--- src/rtl/core/mq_pkg.sv ---
// Package for the middle insert queue: sizes, command and status codes,
// ring pointer arithmetic and the memory port bundle.
// No dependencies.
package mq_pkg;

    // Total number of entries the queue can hold.
    localparam int CAPACITY   = 1024;
    // Each half holds at most this many entries.
    localparam int HALF_DEPTH = (CAPACITY + 1) / 2;
    localparam int PTR_W      = (HALF_DEPTH > 1) ? $clog2(HALF_DEPTH) : 1;
    localparam int CNT_W      = $clog2(HALF_DEPTH + 1);
    localparam int TOT_W      = $clog2(CAPACITY + 1);
    localparam int SUM_W      = CNT_W + 1;

    // Fixed field widths.
    localparam int ID_W     = 32;
    localparam int KIND_W   = 2;
    localparam int STATUS_W = 2;
    localparam int SIZE_W   = 11;

    // Command codes.
    localparam logic [KIND_W-1:0] KIND_PUSH_BACK = 2'd0;
    localparam logic [KIND_W-1:0] KIND_PUSH_MID  = 2'd1;
    localparam logic [KIND_W-1:0] KIND_POP       = 2'd2;
    localparam logic [KIND_W-1:0] KIND_UNUSED    = 2'd3;

    // Status codes.
    localparam logic [STATUS_W-1:0] STATUS_DONE      = 2'd0;
    localparam logic [STATUS_W-1:0] STATUS_POP_EMPTY = 2'd1;
    localparam logic [STATUS_W-1:0] STATUS_PUSH_FULL = 2'd2;

    // One memory port set: a write port and a read address.
    typedef struct packed {
        logic             we;
        logic [PTR_W-1:0] waddr;
        logic [ID_W-1:0]  wdata;
        logic [PTR_W-1:0] raddr;
    } t_ram_port;

    // Ring position a + b, modulo the half depth; b never exceeds the depth,
    // so one compare and subtract is enough.
    function automatic logic [PTR_W-1:0] ring_add(input logic [PTR_W-1:0] a,
                                                  input logic [CNT_W-1:0] b);
        logic [SUM_W-1:0] s;
        s = {{(SUM_W-PTR_W){1'b0}}, a} + {1'b0, b};
        if (s >= SUM_W'(HALF_DEPTH)) begin
            s = s - SUM_W'(HALF_DEPTH);
        end
        return s[PTR_W-1:0];
    endfunction

endpackage

--- src/rtl/core/mq_ctrl.sv ---
// Control for the middle insert queue: ring pointers, counts, command
// sequencing and result registers. Depends on mq_pkg.
module mq_ctrl import mq_pkg::*; (
    input  logic                i_clk,
    input  logic                i_rst_n,
    input  logic                start,
    output logic                busy,
    input  logic [KIND_W-1:0]   i_kind,
    input  logic [ID_W-1:0]     i_item_id,
    input  logic [ID_W-1:0]     i_front_rdata,
    input  logic [ID_W-1:0]     i_back_rdata,
    output t_ram_port           o_front_port,
    output t_ram_port           o_back_port,
    output logic                o_valid,
    output logic [ID_W-1:0]     o_popped_id,
    output logic [STATUS_W-1:0] o_status,
    output logic [SIZE_W-1:0]   o_queue_size
);

    typedef enum logic {S_IDLE, S_EXEC} t_state;

    t_state            r_state;
    logic [KIND_W-1:0] r_kind;
    logic [ID_W-1:0]   r_item_id;
    logic [PTR_W-1:0]  r_front_head, n_front_head;
    logic [CNT_W-1:0]  r_front_count, n_front_count;
    logic [PTR_W-1:0]  r_back_head, n_back_head;
    logic [CNT_W-1:0]  r_back_count, n_back_count;

    logic [TOT_W-1:0]    total;
    logic [TOT_W-1:0]    n_total;
    logic                even;
    logic [PTR_W-1:0]    front_tail;
    logic [PTR_W-1:0]    back_tail;
    logic [ID_W-1:0]     n_popped_id;
    logic [STATUS_W-1:0] n_status;

    assign busy = (r_state == S_EXEC);

    // Current size and tail positions of both halves.
    always_comb begin
        total      = TOT_W'(r_front_count) + TOT_W'(r_back_count);
        even       = ~total[0];
        front_tail = ring_add(r_front_head, r_front_count);
        back_tail  = ring_add(r_back_head, r_back_count);
    end

    // Execute one command: memory writes and next pointer values. The heads
    // are read every cycle; the data registered at the accept edge is what
    // the execute cycle works on.
    always_comb begin
        o_front_port.raddr  = r_front_head;
        o_back_port.raddr   = r_back_head;
        n_front_head        = r_front_head;
        n_front_count       = r_front_count;
        n_back_head         = r_back_head;
        n_back_count        = r_back_count;
        n_total             = total;
        n_popped_id         = '0;
        n_status            = STATUS_DONE;
        o_front_port.we     = 1'b0;
        o_front_port.waddr  = front_tail;
        o_front_port.wdata  = r_item_id;
        o_back_port.we      = 1'b0;
        o_back_port.waddr   = back_tail;
        o_back_port.wdata   = r_item_id;
        if (r_state == S_EXEC) begin
            unique case (r_kind)
                KIND_PUSH_BACK: begin
                    if (total >= TOT_W'(CAPACITY)) begin
                        n_status = STATUS_PUSH_FULL;
                    end else begin
                        n_total = total + 1'b1;
                        if (!even) begin
                            o_back_port.we = 1'b1;
                            n_back_count   = r_back_count + 1'b1;
                        end else if (r_back_count == '0) begin
                            // The new item passes straight to the front half.
                            o_front_port.we = 1'b1;
                            n_front_count   = r_front_count + 1'b1;
                        end else begin
                            // Back head moves to the front tail, item to back tail.
                            o_front_port.we    = 1'b1;
                            o_front_port.wdata = i_back_rdata;
                            o_back_port.we     = 1'b1;
                            n_back_head        = ring_add(r_back_head, CNT_W'(1));
                            n_front_count      = r_front_count + 1'b1;
                        end
                    end
                end
                KIND_PUSH_MID: begin
                    if (total >= TOT_W'(CAPACITY)) begin
                        n_status = STATUS_PUSH_FULL;
                    end else begin
                        n_total = total + 1'b1;
                        if (even) begin
                            o_front_port.we = 1'b1;
                            n_front_count   = r_front_count + 1'b1;
                        end else begin
                            n_back_head       = ring_add(r_back_head,
                                                         CNT_W'(HALF_DEPTH - 1));
                            o_back_port.we    = 1'b1;
                            o_back_port.waddr = n_back_head;
                            n_back_count      = r_back_count + 1'b1;
                        end
                    end
                end
                KIND_POP: begin
                    if (r_front_count == '0) begin
                        n_status = STATUS_POP_EMPTY;
                    end else begin
                        n_total      = total - 1'b1;
                        n_popped_id  = i_front_rdata;
                        n_front_head = ring_add(r_front_head, CNT_W'(1));
                        if (even) begin
                            // Refill: back head goes to the freed front tail.
                            o_front_port.we    = 1'b1;
                            o_front_port.wdata = i_back_rdata;
                            n_back_head        = ring_add(r_back_head, CNT_W'(1));
                            n_back_count       = r_back_count - 1'b1;
                        end else begin
                            n_front_count = r_front_count - 1'b1;
                        end
                    end
                end
                KIND_UNUSED: begin
                    n_status = STATUS_DONE;
                end
                default: begin
                    n_status = STATUS_DONE;
                end
            endcase
        end
    end

    // Sequencer, pointer state and result registers.
    always_ff @(posedge i_clk) begin
        if (!i_rst_n) begin
            r_state       <= S_IDLE;
            r_front_head  <= '0;
            r_front_count <= '0;
            r_back_head   <= '0;
            r_back_count  <= '0;
            o_valid       <= 1'b0;
        end else begin
            o_valid <= 1'b0;
            unique case (r_state)
                S_IDLE: begin
                    if (start) begin
                        r_kind    <= i_kind;
                        r_item_id <= i_item_id;
                        r_state   <= S_EXEC;
                    end
                end
                S_EXEC: begin
                    r_front_head  <= n_front_head;
                    r_front_count <= n_front_count;
                    r_back_head   <= n_back_head;
                    r_back_count  <= n_back_count;
                    o_valid       <= 1'b1;
                    o_popped_id   <= n_popped_id;
                    o_status      <= n_status;
                    o_queue_size  <= SIZE_W'(n_total);
                    r_state       <= S_IDLE;
                end
                default: begin
                    r_state <= S_IDLE;
                end
            endcase
        end
    end

endmodule

--- config.mk ---
export PLATFORM = sky130hd
export DESIGN_NAME = mq_ctrl
export DESIGN_NICKNAME = d
export VERILOG_FILES = /design/src/rtl/core/mq_pkg.sv /design/src/rtl/core/mq_ctrl.sv
export SDC_FILE = /design/constraint.sdc
export NUM_CORES = 1
export LEC_CHECK = 0
export BUFFER_PORTS_ARGS = -buffer_cell sky130_fd_sc_hd__buf_2
export CAP_MARGIN = 20
export CORE_ASPECT_RATIO = 0.6
export CORE_MARGIN = 2
export CORE_UTILIZATION = 55
export DETAILED_ROUTE_END_ITERATION = 16
export PLACE_DENSITY = 0.88
export SLEW_MARGIN = 10
export SYNTH_ARGS = -nofsm -noshare
export SYNTH_HDL_FRONTEND = slang
export SYNTH_SLANG_ARGS = --single-unit
--- constraint.sdc ---
create_clock -name i_clk -period 5.71 [get_ports i_clk]
set_input_delay 1.142 -clock i_clk [delete_from_list [all_inputs] [get_ports i_clk]]
set_output_delay 1.142 -clock i_clk [all_outputs]
set_load 0.02 [all_outputs]
==> results of run 1 <==
critical path: cells and delay by family (launching register included):
family,cells,cell delay [ns]
AO/OA/AOI/OAI,4,1.70
buffers and inverters,1,0.16
adder cells (fa/ha/maj),2,0.72
flip-flops,1,0.37
multiplexers,1,0.42
final cells by class:
class                   instances  area share
clock buffers                  18      0.0459
clock inverters                14      0.0176
well taps                     170      0.0227
repair buffers                255       0.138
flip-flops and latches        119       0.339
inverters                      27      0.0108
multi-input cells             535       0.426
report_power, final:
group | leakage [nW] | internal (mW) | total [mW] | switching, mW
Clock | 0.285 | 0.655 | 1.08 | 0.427
Combinational | 2.86 | 0.152 | 0.377 | 0.224
Sequential | 1.05 | 0.954 | 0.981 | 0.0276
final timing paths:
| path | from | to | slack (ns) | cells after the start |
|---|---|---|---|---|
| setup / recovery | r_front_count[0] | o_front_port[30] | 0.75 | 8 |
| hold / removal | r_back_count[9] | r_back_count[9] | 0.54 | 2 |
| setup reg to reg | r_front_count[0] | r_back_head[7] | 2.11 | 10 |
| hold reg to reg | r_back_count[9] | r_back_count[9] | 0.54 | 2 |
state kept, by name, summed over array words and instances, names as in the netlist:
register / flops
r_item_id: 32
o_status: 2
o_queue_size: 11
r_back_head: 9
r_back_count: 10
busy: 1
r_kind: 2
o_valid: 1
r_front_head: 9
r_front_count: 10
o_popped_id: 32
through the flow:
step	power, mW	hold slack, ns	util	setup slack [ns]	cells
5_1_grt	2.52	0.561	0.721	0.620	1138
3_5_place_dp	1.37	0.530	0.676	1.23	1106
6_report	2.44	0.543	0.721	0.747	1138
2_1_floorplan	1.24	0.491	-	1.81	708
3_3_place_gp	1.35	0.509	0.676	1.40	1106
4_1_cts	2.44	0.538	0.721	0.760	1138
synth_stat cells (all sizes together), types with 2 or more instances:
master,n
a2111oi,6
or4,5
a211oi,2
buf,10
a21o,7
nand4b,2
nand2b,6
nor3,15
o311a,2
o21bai,4
clkbuf,17
o211ai,2
or3,11
inv,27
nor3b,2
o31ai,4
o22ai,2
nand3,14
xor2,24
edfxtp,79
o21ai,37
nand2,35
mux2,34
nor4,11
o21a,6
ha,48
o41ai,3
a21oi,37
fa,5
a31oi,5
nor2,43
mux2i,9
dfxtp,40
o2111ai,3
and2,58
nor2b,14
xnor2,41
a21boi,4
and3,9
nand4,9
a22oi,2
logic make-up (layout without fill, tap and decap cells):
logic type | after synthesis | count (layout) | share of synthesized area
XOR/XNOR | 65 | 65 | 0.0772
AND/OR/NAND/NOR | 236 | 236 | 0.176
multiplexers | 43 | 43 | 0.0641
adder cells (fa/ha/maj) | 53 | 53 | 0.0950
flip-flops | 119 | 119 | 0.430
AO/OA/AOI/OAI | 138 | 138 | 0.126
buffers and inverters | 54 | 314 | 0.0316
per-layer routing:
| metal | global-route usage | share of wire | vias up |
|---|---|---|---|
| met4 | 0.0826 | 0.019 | 0 |
| met1 | 0.402 | 0.44 | 3125 |
| met3 | 0.0613 | 0.081 | 40 |
| met2 | 0.450 | 0.46 | 339 |
| li1 | - | - | 3096 |
| met5 | 0 | 0 | - |
==> results_dict.tcl, run 1 <==
set metrics [dict create \
    synth_flop_cell "edfxtp_1" \
    portBuffers 249 \
    antennaDiodeCount 0 \
    path_clk_slew_ns 0.06 \
    grt_max_degree 46 \
    clock-root-buffer "clkbuf_16" \
    final_common_cell "buf_2" \
    powerDensity_nw_per_um2 261 \
    drt-vias-per-instance 5.80 \
    die_area_um2 14400 \
    required_ns 4.57 \
    synthArstFlopShare 0 \
    yosys.area.top_type_share 0.322 \
    hold_viol_final 0 \
    crit_type "flip-flop to primary output" \
    maxSlewViolCount 0 \
    hp-class "flip-flop to flip-flop" \
    rsz0062_at_grt "false" \
    cp.arrival_ns 3.82 \
    final_layout_size_suffix_gt1_frac 0.350 \
    place_congestion 0.922 \
    worstPathMaxFanout 37 \
    post_cts_buffers 0 \
    critPathCaptureType "primary output" \
    status "finished, final reports clean" \
    ys_seq_elements 119 \
    ios 250 \
    grt_pass1_vias 6163 \
    cpMaxStageDelayCell "o2111a_2" \
    synth_area_leaders "edfxtp_1 32%, dfxtp_1 11%, ha_1 8.1%" \
    place_area_um2 8760 \
    relSlewSlack 0.330 \
    die-height_um 93.7 \
    startpoint_type "flip-flop" \
    row_count 32 \
    fin_nets 1109 \
    synth_edf_count 79 \
    cts_sinks 119 \
    regArea_um2 3170 \
    first_pass_iters 5 \
    maxCapViolCount 0 \
    syn_to_final_growth_pct 26.9 \
    crit_chain "ha_1 > fa_1 > a211oi_2 > o21ai_1 > a311oi_1 > o2111a_2 > mux2_2 > buf_2" \
    postCtsHoldBufs 0 \
    setup_viol 0 \
    wl_um 20800 \
    p_leak_nw 4.19 \
    gr-total-overflow 0 \
    fill_cells 945 \
    avgSynthCellArea_um2 10.4 \
    slowest_delay_ns 0.84 \
    syn_nets 862 \
    final_area_um2 9360 \
    fin_crit_sh 0.869 \
    ir_drop_v 0.000197 \
    clk-insertion-delay-late_ns 0.42 \
    cts_max_level 4 \
    max_freq_mhz 201 \
    die_x_um 153 \
    grt_pass1_wl_um 32300 \
    coreArea_um2 13000 \
    period_needed_ns 4.96 \
    cts_resized 0 \
    wl_per_cell_um 18.3 \
    multi_input_area_um2 3990 \
    yosysWarnings 0 \
    syn_area_um2 7370 \
    dp_hpwl_um 15500 \
    first_iter_violations 527 \
    numCtsBuffers 17 \
    clk_path_buf_depth 2 \
    yosys.area.top_type "edfxtp_1" \
    fin_worst_skew_ns 0.0101 \
    syn_inst 708 \
    synth_cell_types 67 \
    cts_tree "done" \
    post-route-drc-count 0 \
    grtUsageTotal 0.286 \
    vias 6600 \
    tightest_slew_ns 1.00 \
    ant_nets 0 \
    antenna_found_initial 0 \
    setup_tns_ns 0 \
    mostFrequentLayoutCells "249 x buf_2, 79 x edfxtp_1, 57 x and2_1, 48 x ha_1, 42 x nor2_1" \
    synth_seq_area_share 0.430 \
    start_util 0.568 \
]
Power figures use the tool's default switching activity.
==> run 2, diff against run 1 <==
--- a/config.mk
+++ b/config.mk
@@ -9,9 +9,9 @@
 export CAP_MARGIN = 20
 export CORE_ASPECT_RATIO = 0.6
 export CORE_MARGIN = 2
-export CORE_UTILIZATION = 55
+export CORE_UTILIZATION = 35
 export DETAILED_ROUTE_END_ITERATION = 16
-export PLACE_DENSITY = 0.88
+export PLACE_DENSITY = 0.61
 export SLEW_MARGIN = 10
 export SYNTH_ARGS = -nofsm -noshare
 export SYNTH_HDL_FRONTEND = slang
==> run 2 against run 1 <==
Effect of this change: fmax rose by 1.0%; clock power about the same; worst setup slack better by 0.051 ns; sequential share of layout area shrank 0.46 points; first-iteration DRC count is 32% lower; cell count increased by 9.5%; count of clock-buffer cells in the layout fell by 1; sequential power is essentially flat; critical path depth unchanged; largest cell class unchanged.
==> results_dict.tcl, run 2 (same netlist as run 1, synthesis figures left out) <==
set metrics [dict create \
    status "finished, final reports clean" \
    coreArea_um2 20800 \
    setup_tns_ns 0 \
    setup_viol 0 \
    fill_cells 2025 \
    worstPathMaxFanout 37 \
    period_needed_ns 4.91 \
    hold_viol_final 0 \
    row_count 41 \
    cp.arrival_ns 3.77 \
    fin_nets 1108 \
    biggestRegsByFlops "o_popped_id (32), r_item_id (32), o_queue_size (11)" \
    cts_tree "done" \
    mostFrequentLayoutCells "249 x buf_2, 79 x edfxtp_1, 57 x and2_1, 48 x ha_1, 42 x nor2_1" \
    maxCapViolCount 0 \
    die_area_um2 22300 \
    numCtsBuffers 17 \
    required_ns 4.57 \
    timing.rr.end "r_back_head[3]" \
    cts_sinks 119 \
    post_cts_buffers 0 \
    grt_pass1_wl_um 31100 \
    portBuffers 249 \
    holdPathStages 2 \
    first_iter_violations 360 \
    max_freq_mhz 204 \
    p_leak_nw 4.19 \
    die-height_um 116 \
    post-route-drc-count 0 \
    drt-vias-per-instance 5.02 \
    ir_drop_v 0.000196 \
    tightest_slew_ns 1.03 \
    hold_ws_ns 0.549 \
    first_pass_iters 4 \
    vias 6256 \
    cts_resized 0 \
    wl_per_cell_um 16.7 \
    clk_path_buf_depth 2 \
    whs_endpoint "r_front_head[5]" \
    gr-total-overflow 0 \
    syn_to_final_growth_pct 28.6 \
    multi_input_area_um2 3990 \
    hold_path_startpoint "r_front_head[5]" \
    grtUsageTotal 0.182 \
    final_common_cell "buf_2" \
    clock-root-buffer "clkbuf_16" \
    ios 250 \
    place_congestion 0.893 \
    grt_max_degree 46 \
    path_clk_slew_ns 0.06 \
    crit_type "flip-flop to primary output" \
    fin_crit_sh 0.860 \
    antenna_found_initial 0 \
    wl_um 20800 \
    rsz0062_at_grt "false" \
    power_mw 2.44 \
    relSlewSlack 0.316 \
    start_util 0.354 \
    startpoint_type "flip-flop" \
    final_area_um2 9490 \
    dp_hpwl_um 15600 \
    maxSlewViolCount 0 \
    postCtsHoldBufs 0 \
    rr_startpoint "r_front_count[0]" \
    fin_worst_skew_ns 0.0143 \
    clk-insertion-delay-late_ns 0.42 \
    die_x_um 191 \
    antennaDiodeCount 0 \
    final_layout_size_suffix_gt1_frac 0.350 \
    regArea_um2 3170 \
    regToRegSetupSlack_ns 2.08 \
    powerDensity_nw_per_um2 257 \
    ant_nets 0 \
    hp-class "flip-flop to flip-flop" \
    cts_max_level 4 \
    critPathCaptureType "primary output" \
    grt_pass1_vias 5709 \
    place_area_um2 8890 \
    rr_worst_depth 10 \
]
## run 2: changes by cell type in the layout (fill, tap and decap cells not counted)
cell      previous run  this run
inv_8                1         2
inv_6                6         4
buf_4                6         5
clkinv_1             0         1
clkbuf_1             1         0
clkinv_2             0         1
## run 2: metal layers
metal	vias up	GRT usage	routed length [um]
met2	234	0.253	8460
met3	19	0.0505	1540
met1	2914	0.273	10500
met4	0	0.0456	257
li1	3089	-	-
met5	-	0	0
## run 2: how the worst max path moves through the flow
stage	to	cells past startpoint	slack, ns	startpoint
finish	o_front_port[30]	8	0.80	r_front_count[0]
global route	o_front_port[32]	8	0.57	r_front_count[0]
CTS	o_front_port[30]	8	0.81	r_front_count[0]
detailed placement	o_front_port[25]	8	1.31	r_front_count[0]
global placement	o_front_port[40]	8	1.42	r_front_count[0]
floorplan	o_back_port[42]	8	1.81	r_front_count[0]
## run 2: cell type report
| class | instances | area share |
|---|---|---|
| Clock buffer | 17 | 0.0448 |
| Tap cell | 279 | 0.0368 |
| Inverter | 27 | 0.0107 |
| Multi-Input combinational cell | 535 | 0.420 |
| Timing Repair Buffer | 254 | 0.135 |
| Clock inverter | 15 | 0.0177 |
| Sequential cell | 119 | 0.335 |
## run 2: worst max-delay path: stages (launching register included)
cell and delay [ns]:
dfxtp_1 0.39, ha_1 0.28, fa_1 0.46, a211oi_2 0.32, o21ai_1 0.19, a311oi_1 0.31, o2111a_2 0.81, mux2_2 0.41
buf_2 0.16
## run 2: per-stage QoR
stage	util	setup slack [ns]	instances
floorplan	-	1.81	708
global placement	0.427	1.42	1214
detailed placement	0.427	1.31	1214
CTS	0.455	0.814	1246
global route	0.455	0.573	1246
finish	0.455	0.798	1246
## run 2: where the power goes
part / total, mW / switching [mW] / internal (mW) / leakage (nW)
registers: 0.980 / 0.0262 / 0.954 / 1.05
logic: 0.371 / 0.219 / 0.151 / 2.85
clock network: 1.09 / 0.435 / 0.653 / 0.286
total: 2.44 / 0.680 / 1.76 / 4.19
==> run 3, diff against run 2 <==
--- a/config.mk
+++ b/config.mk
@@ -11,7 +11,7 @@
 export CORE_MARGIN = 2
 export CORE_UTILIZATION = 35
 export DETAILED_ROUTE_END_ITERATION = 16
-export PLACE_DENSITY = 0.61
+export PLACE_DENSITY = 0.66
 export SLEW_MARGIN = 10
 export SYNTH_ARGS = -nofsm -noshare
 export SYNTH_HDL_FRONTEND = slang
==> run 3 against run 2 <==
Effect of this change: hold slack got worse by 0.016 ns; via count rose by 0.54%; global-route usage rose by 0.12 points.
==> results_dict.tcl, run 3 (same netlist as run 1, synthesis figures left out) <==
set metrics [dict create \
    status "finished, final reports clean" \
    ant_nets 0 \
    cp.arrival_ns 3.72 \
    hold_viol_final 0 \
    clk-insertion-delay-late_ns 0.43 \
    coreArea_um2 20800 \
    final_common_cell "buf_2" \
    fin_worst_skew_ns 0.0114 \
    post_cts_buffers 0 \
    dp_hpwl_um 15200 \
    clock-root-buffer "clkbuf_16" \
    syn_to_final_growth_pct 29.1 \
    tightest_slew_ns 1.04 \
    wl_um 20400 \
    required_ns 4.57 \
    ios 250 \
    die-height_um 116 \
    post-route-drc-count 0 \
    first_pass_iters 5 \
    vias 6290 \
    fin_crit_sh 0.851 \
    place_congestion 0.895 \
    portBuffers 249 \
    clk_path_buf_depth 2 \
    drt-vias-per-instance 5.05 \
    setup_viol 0 \
    startpoint_type "flip-flop" \
    crit_type "flip-flop to primary output" \
    path_clk_slew_ns 0.07 \
    worstPathMaxFanout 33 \
    postCtsHoldBufs 0 \
    grt_pass1_vias 5816 \
    dp.cells 1214 \
    maxSlewViolCount 0 \
    setup_tns_ns 0 \
    cts_max_level 4 \
    first_iter_violations 421 \
    final_layout_size_suffix_gt1_frac 0.350 \
    gr-total-overflow 0 \
    cts_tree "done" \
    wl_per_cell_um 16.4 \
    biggestRegsByFlops "o_popped_id (32), r_item_id (32), o_queue_size (11)" \
    max_freq_mhz 206 \
    maxCapViolCount 0 \
    ir_drop_v 0.000203 \
    grt_pass1_wl_um 31400 \
    grtUsageTotal 0.183 \
    hp-class "flip-flop to flip-flop" \
    mostFrequentLayoutCells "249 x buf_2, 79 x edfxtp_1, 57 x and2_1, 48 x ha_1, 42 x nor2_1" \
    die_x_um 191 \
    rsz0062_at_grt "false" \
    cts_sinks 119 \
    grt_max_degree 46 \
    numCtsBuffers 17 \
    row_count 41 \
    die_area_um2 22300 \
    fin_util 0.457 \
    powerDensity_nw_per_um2 264 \
    final_cells 1246 \
    start_util 0.354 \
    relSlewSlack 0.305 \
    antennaDiodeCount 0 \
    fin_nets 1108 \
    p_leak_nw 4.20 \
    cts_resized 0 \
    antenna_found_initial 0 \
    critPathCaptureType "primary output" \
    period_needed_ns 4.86 \
]
==> run 3: cell count changes in the layout (fill, tap and decap cells not counted), sizes merged <==
cell      change
bufinv        +2
clkbuf        +1
clkinv        -2
clkinvlp      +1
inv           -2
==> run 3: power breakdown <==
group	internal [mW]	switching (mW)	leakage, nW	total (mW)
Clock	0.734	0.430	0.298	1.16
Combinational	0.151	0.217	2.85	0.368
Sequential	0.954	0.0263	1.05	0.980
==> run 3: final cells by class <==
class                      instances  area, um^2
clock buffer                      18         429
tap                              279         349
sequential                       119        3170
inverter                          27         101
fill                            2018       11300
clock inverter                    14         196
multi-input combinational        535        3990
timing repair buffer             254        1280
==> run 3: per-layer routing <==
metal  global-route usage  vias up  wire (um)
met5                    0        -          0
met4               0.0482        0        171
met3               0.0463       15       1460
met2                0.270      246       8780
met1                0.265     2943      10000
li1                     -     3086          -
==> run 3: final timing paths <==
path,slack (ns),end,cells past startpoint,from
setup / recovery,0.85,o_front_port[10],8,r_front_count[0]
setup reg to reg,2.13,r_back_head[3],10,r_front_count[0]
hold reg to reg,0.53,r_front_head[7],2,r_front_head[7]
hold / removal,0.53,r_front_head[7],2,r_front_head[7]
==> run 3: critical path, cell delays in order (launching register included) <==
cell and delay (ns):
dfxtp_1 0.38, ha_1 0.26, fa_1 0.45, a211oi_2 0.31, o21ai_1 0.18, a311oi_1 0.34
o2111a_2 0.77, mux2_2 0.42, buf_2 0.16
==> run 3: stage by stage <==
stage | hold slack [ns] | setup slack [ns] | power (mW) | area, um^2
2_1_floorplan | 0.491 | 1.81 | 1.24 | 7370
3_3_place_gp | 0.513 | 1.47 | 1.36 | 8890
3_5_place_dp | 0.528 | 1.35 | 1.37 | 8890
4_1_cts | 0.534 | 0.878 | 2.54 | 9520
5_1_grt | 0.572 | 0.664 | 2.62 | 9520
6_report | 0.532 | 0.850 | 2.51 | 9520
